$ cat config.mk
export PLATFORM = sky130hd
export DESIGN_NAME = dchr_ram
export DESIGN_NICKNAME = d
export VERILOG_FILES = /design/src/hw/rtl/dchr_ram.sv
export SDC_FILE = /design/constraint.sdc
export NUM_CORES = 1
export LEC_CHECK = 0
export ABC_CLOCK_PERIOD_IN_PS = 2200
export BUFFER_PORTS_ARGS = -buffer_cell sky130_fd_sc_hd__buf_2
export CAP_MARGIN = 20
export CELL_PAD_IN_SITES_DETAIL_PLACEMENT = 0
export CELL_PAD_IN_SITES_GLOBAL_PLACEMENT = 1
export CORE_MARGIN = 8
export CORE_UTILIZATION = 47
export CTS_CLUSTER_DIAMETER = 100
export CTS_CLUSTER_SIZE = 28
export DETAILED_ROUTE_END_ITERATION = 7
export PLACE_DENSITY = 0.72
export SLEW_MARGIN = 25
export SYNTH_ARGS = -nofsm -noshare
export SYNTH_HDL_FRONTEND = slang
export SYNTH_SLANG_ARGS = --single-unit
export TNS_END_PERCENT = 5
$ cat constraint.sdc
create_clock -name clk -period 2.2 [get_ports clk]
set_input_delay 0.22 -clock clk [delete_from_list [all_inputs] [get_ports clk]]
set_output_delay 0.22 -clock clk [all_outputs]
set_load 0.005 [all_outputs]
$ cat src/hw/rtl/dchr_ram.sv
// ----------------------------------------------------------------------------
// dchr_ram
// generic single write port ram with registered read
// ----------------------------------------------------------------------------
module dchr_ram #(
  parameter int WIDTH = 8,
  parameter int DEPTH = 16
) (
  input  logic                                         clk,
  input  logic                                         wr_en,
  input  logic [((DEPTH > 1) ? $clog2(DEPTH) : 1)-1:0] wr_addr,
  input  logic [WIDTH-1:0]                             wr_data,
  input  logic                                         rd_en,
  input  logic [((DEPTH > 1) ? $clog2(DEPTH) : 1)-1:0] rd_addr,
  output logic [WIDTH-1:0]                             rd_data
);

  logic [WIDTH-1:0] mem [DEPTH];

  always_ff @(posedge clk) begin
    if (wr_en) begin
      mem[wr_addr] <= wr_data;
    end
  end

  always_ff @(posedge clk) begin
    if (rd_en) begin
      rd_data <= mem[rd_addr];
    end
  end

endmodule

* Yosys cells after proc, flatten, opt, wreduce, memory -nomap -nowiden
Memory sizes are Yosys's and may differ from the RTL's. A register that Yosys moved wholly into a read port is not among the register bits.
Cells that the tools add are included.
W data, S select, Z words.
** Cells by class
- Multiplexer cells :: 2
** Operators by type and width (number)
- $mux W1 :: 2
** Storage, ports and cells
- Flip-flop bits (word level) :: 0
- Bits in writable memories :: 128
- Logic and storage cells :: 3
- Memories kept :: 1
** Memories
- mem :: depth 16, width 8, rd ports 1, clocked after Yosys merged registers in 1, write ports 1, line 18 : logic [WIDTH-1:0] mem [DEPTH];

* Longest topological paths before layout
- Word-level depth :: 2
- Gate-level depth with buffers :: 5
- Mapped depth without buffers :: 3

* Worst setup path after synthesis
OpenSTA, ideal clock, no wires.
- Path type :: in2reg
- Start point :: input port wr_addr[2] in the netlist's numbering
- End point :: memory mem[0][0], enable pin
- Library setup time :: 0.383 ns
- Arrival :: 1.330 ns
- Slack :: 0.487 ns
- Cell stages on the path :: 2
- Path through :: or3b_2 nor3_1
** RTL lines
- start, declared :: line 11 : input logic [((DEPTH > 1) ? $clog2(DEPTH) : 1)-1:0] wr_addr,
- end, declared :: line 18
Straight into the memory's write port.

==> key figures <==
Floorplanning
  • Total die area: around 15,000 sq um
  • Initial core utilization: 0.482
  • Io pins: 27
  • Core ar.: about 11,000 sq um
  • Die height: 121 um
  • Die width: between 100 and 150 um
  • Row count: 38

Setup path
  • Kind of critical path: reg -> reg
  • Req. time, crit path: 2.46 ns
  • CP Buf/Inv Count: 0
  • Worst-path cell chain: mux4_1 > a22oi_1 > nand2_1
  • Worst Setup End Kind: flop
  • Critical Path Fanout Max: 1
  • Critical path's slowest cell: mux4_1
  • Reg2Reg Depth: 3
  • Crit path largest cell delay: between 0.5 and 0.6 ns
  • Worst setup SP type: flop
  • Flop2flop setup slack: between 0.6 and 0.7 ns
  • RR Endpoint: rd_data[2]
  • Reg2reg start: mem[5][2]
  • Worst EP arrival: about 1.8 ns
  • Largest delay share family, worst path: multiplexers

STA
  • Clock skew: approximately 0.0057 ns
  • # setup viols final: 0
  • Period utilisation layout: 0.684
  • Final TNS setup: 0 ns
  • Worst setup margin: 0.694 ns
  • Pin slew with the least headroom to its limit: ~0.7 ns
  • Pins Over Slew Limit: 0
  • Max-slew headroom: 0.531
  • Highest Clock Rate: between 600 and 700 MHz
  • Final Critical Period: 1.51 ns
  • Final Hold Fails: 0
  • Fin Hold WS: roughly 0.093 ns
  • RSZ-0062 raised after global routing: no

Pwr
  • Combinational power share: 0.046
  • Lkg Pwr: 0.00208 uW
  • Peak VDD IR: 501 uV
  • Pwr Density: 930 nW/um^2
  • Sw Share: 0.194
  • NetSw: 1110 uW
  • Internal: ~4600 uW
  • Clock power frac: 0.440
  • Share of power burned in registers: 0.514

Clock network
  • Clk Latency, worst-skew pair: around 0.51 ns
  • CTS tree: built
  • Hold Buf Count CTS: 0
  • Clk buf depth: 2
  • CTS buffer count: 17
  • Post-CTS setup repair buffer count: 0
  • CTS sink count: between 100 and 150
  • Resized cells post-CTS: 0
  • # H-tree levels: 4
  • Clock Pin Slew Worst Setup and Hold Paths: 0.06 ns
  • Root Driver: clkbuf_8

Place
  • PortBufs: 26
  • RePlAce Congestion: 0.726
  • Dpl cells: ~400
  • Hpwl dp: about 6.2 mm
  • Post-DP Area: ~5600 sq um
  • Placement Setup Slack: approximately 0.36 ns

Finish
  • NumNets Final: between 300 and 400
  • # diodes: 0
  • Non-Filler Instances: ~440
  • Fraction of layout cells with a size suffix above 1: 0.297
  • Fill cell count: 825
  • Area growth syn-to-layout: 17.6%
  • Area of the multi-input gates: 1060 sq um
  • Register area: just over 4000 sq um
  • Finished Cell Area: ~6100 sq um

Global route
  • Vias in the first global route: approximately 2,600
  • Remaining Overflow, GRT: 0
  • Largest net degree at the start of global routing: 33
  • Antenna violations before repair: 0
  • GRT Overall Usage: 0.147
  • Global-route wire length before repair: ~15 mm
  • Met3 track demand over resource: 0.0386
  • Gr busiest metal: met2
  • GR Layer Usage met1: 0.189
  • Met2 usage: 0.223

Logic synthesis
  • Top post-synthesis cells by area: edfxtp_1, mux4_2, mux4_1
  • Synth unique cells: 18
  • Syn avg cell area: between 20 and 25 sq um
  • Sequential element share of the synthesized area: 0.781
  • Ys Warns: 0
  • Cell area after synthesis: between 5000 and 6000 sq um
  • #FFs+latches synth: 136
  • Post-Syn Nets: ~250
  • Cells after Synth: about 230
  • Top-area cell type share of the netlist area: 0.781
  • Cell taking the most area after synthesis: edfxtp_1

Hold path
  • Hold_sp: wr_data[1]
  • Min-Delay Path Depth: 1
  • WHS Endpoint: mem[10][1]
  • Hold Path Class: in -> reg

Detailed routing
  • Pre-Repair DR Iteration Count: 4
  • Vias/cell: between 5 and 6
  • Avg WL per Cell: 22.5 um
  • DRC Markers: 0
  • Total number of vias: roughly 2,500
  • Total Wirelength: ~10 mm
  • Starting DRT DRC Count: approximately 250
  • ANT nets after route: 0

Run
  • Max Cap Viol: 0

Status
  • Status: complete, no violations
cell usage after synthesis:
cell and n:
buf_6 3, and2b_1 1, nor2b_1 1, clkdlybuf4s25_2 3
nor2_1 13, a22oi_1 16, edfxtp_1 136, nand3b_1 2
buf_2 3, nor3_1 4, buf_4 1, mux4_1 14
nand3_1 1, nand2_1 9, mux4_2 18, or3b_2 1
nand2b_1 2, and2_1 1
worst max path at each step:
stage	start	endpoint	slack, ns	cells past startpoint
2_1_floorplan	wr_addr[2]	mem[0][0]	0.49	2
3_3_place_gp	rd_addr[0]	rd_data[2]	0.37	5
6_report	mem[5][2]	rd_data[2]	0.69	3
5_1_grt	mem[1][5]	rd_data[5]	0.66	3
4_1_cts	mem[6][2]	rd_data[2]	0.70	3
3_5_place_dp	rd_addr[0]	rd_data[3]	0.36	5
cells in the final DEF, fill, tap and decap left out:
master / n
and2_1: 1
nand3_1: 1
nor2_1: 13
nand2b_1: 2
mux4_1: 14
nand2_1: 9
bufinv_16: 2
nor3_1: 4
edfxtp_1: 136
mux4_2: 18
a22oi_1: 16
and2b_1: 1
buf_4: 17
clkbuf_1: 1
buf_12: 2
clkinv_2: 4
nor2b_1: 1
nand3b_1: 2
or3b_2: 1
clkbuf_8: 1
clkbuf_16: 16
clkinv_1: 7
clkinvlp_4: 1
buf_2: 26
registers in the layout, indices dropped and copies added, names as in the netlist:
| register | flops |
|---|---|
| rd_data | 8 |
| mem | 128 |
layout make-up:
type / count / area share
flip-flops and latches: 136 / 0.664
well taps: 140 / 0.0285
clock inverters: 14 / 0.0185
clock buffers: 18 / 0.0680
repair buffers: 45 / 0.0485
multi-input cells: 83 / 0.172
stage by stage:
step	power (uW)	util
global placement	3250	0.518
CTS	5760	0.567
floorplan	3130	-
detailed placement	3260	0.518
finish	5710	0.567
global route	5900	0.567
logic make-up (layout without fill, tap and decap cells):
group	count (synthesis)	count (layout)	share of synthesized area
AND/OR/NAND/NOR	35	35	0.0314
AO/OA/AOI/OAI	16	16	0.0230
flip-flops	136	136	0.781
buffers and inverters	10	77	0.0165
multiplexers	32	32	0.148
worst register-to-register path, delay by kind of cell, from the launching register on:
| kind | cells | cell delay (ns) |
|---|---|---|
| flops | 1 | 0.35 |
| simple gates | 1 | 0.08 |
| mux | 1 | 0.55 |
| compound gates | 1 | 0.26 |
power groups by stage:
stage / Clock [uW] / Combinational (uW) / Sequential [uW]
after detailed placement: 0 / 266 / 2990
final: 2520 / 261 / 2940
after global placement: 0 / 263 / 2990
after floorplan: 0 / 147 / 2990
after CTS: 2550 / 267 / 2940
after global routing: 2670 / 284 / 2940
per-layer routing:
layer,share of wire,vias up,routed length [um]
li1,-,1089,-
met1,0.43,1262,4240
met2,0.49,88,4770
met3,0.055,22,535
met4,0.027,0,267
met5,0,-,0
(Power assumes the default switching activity.)
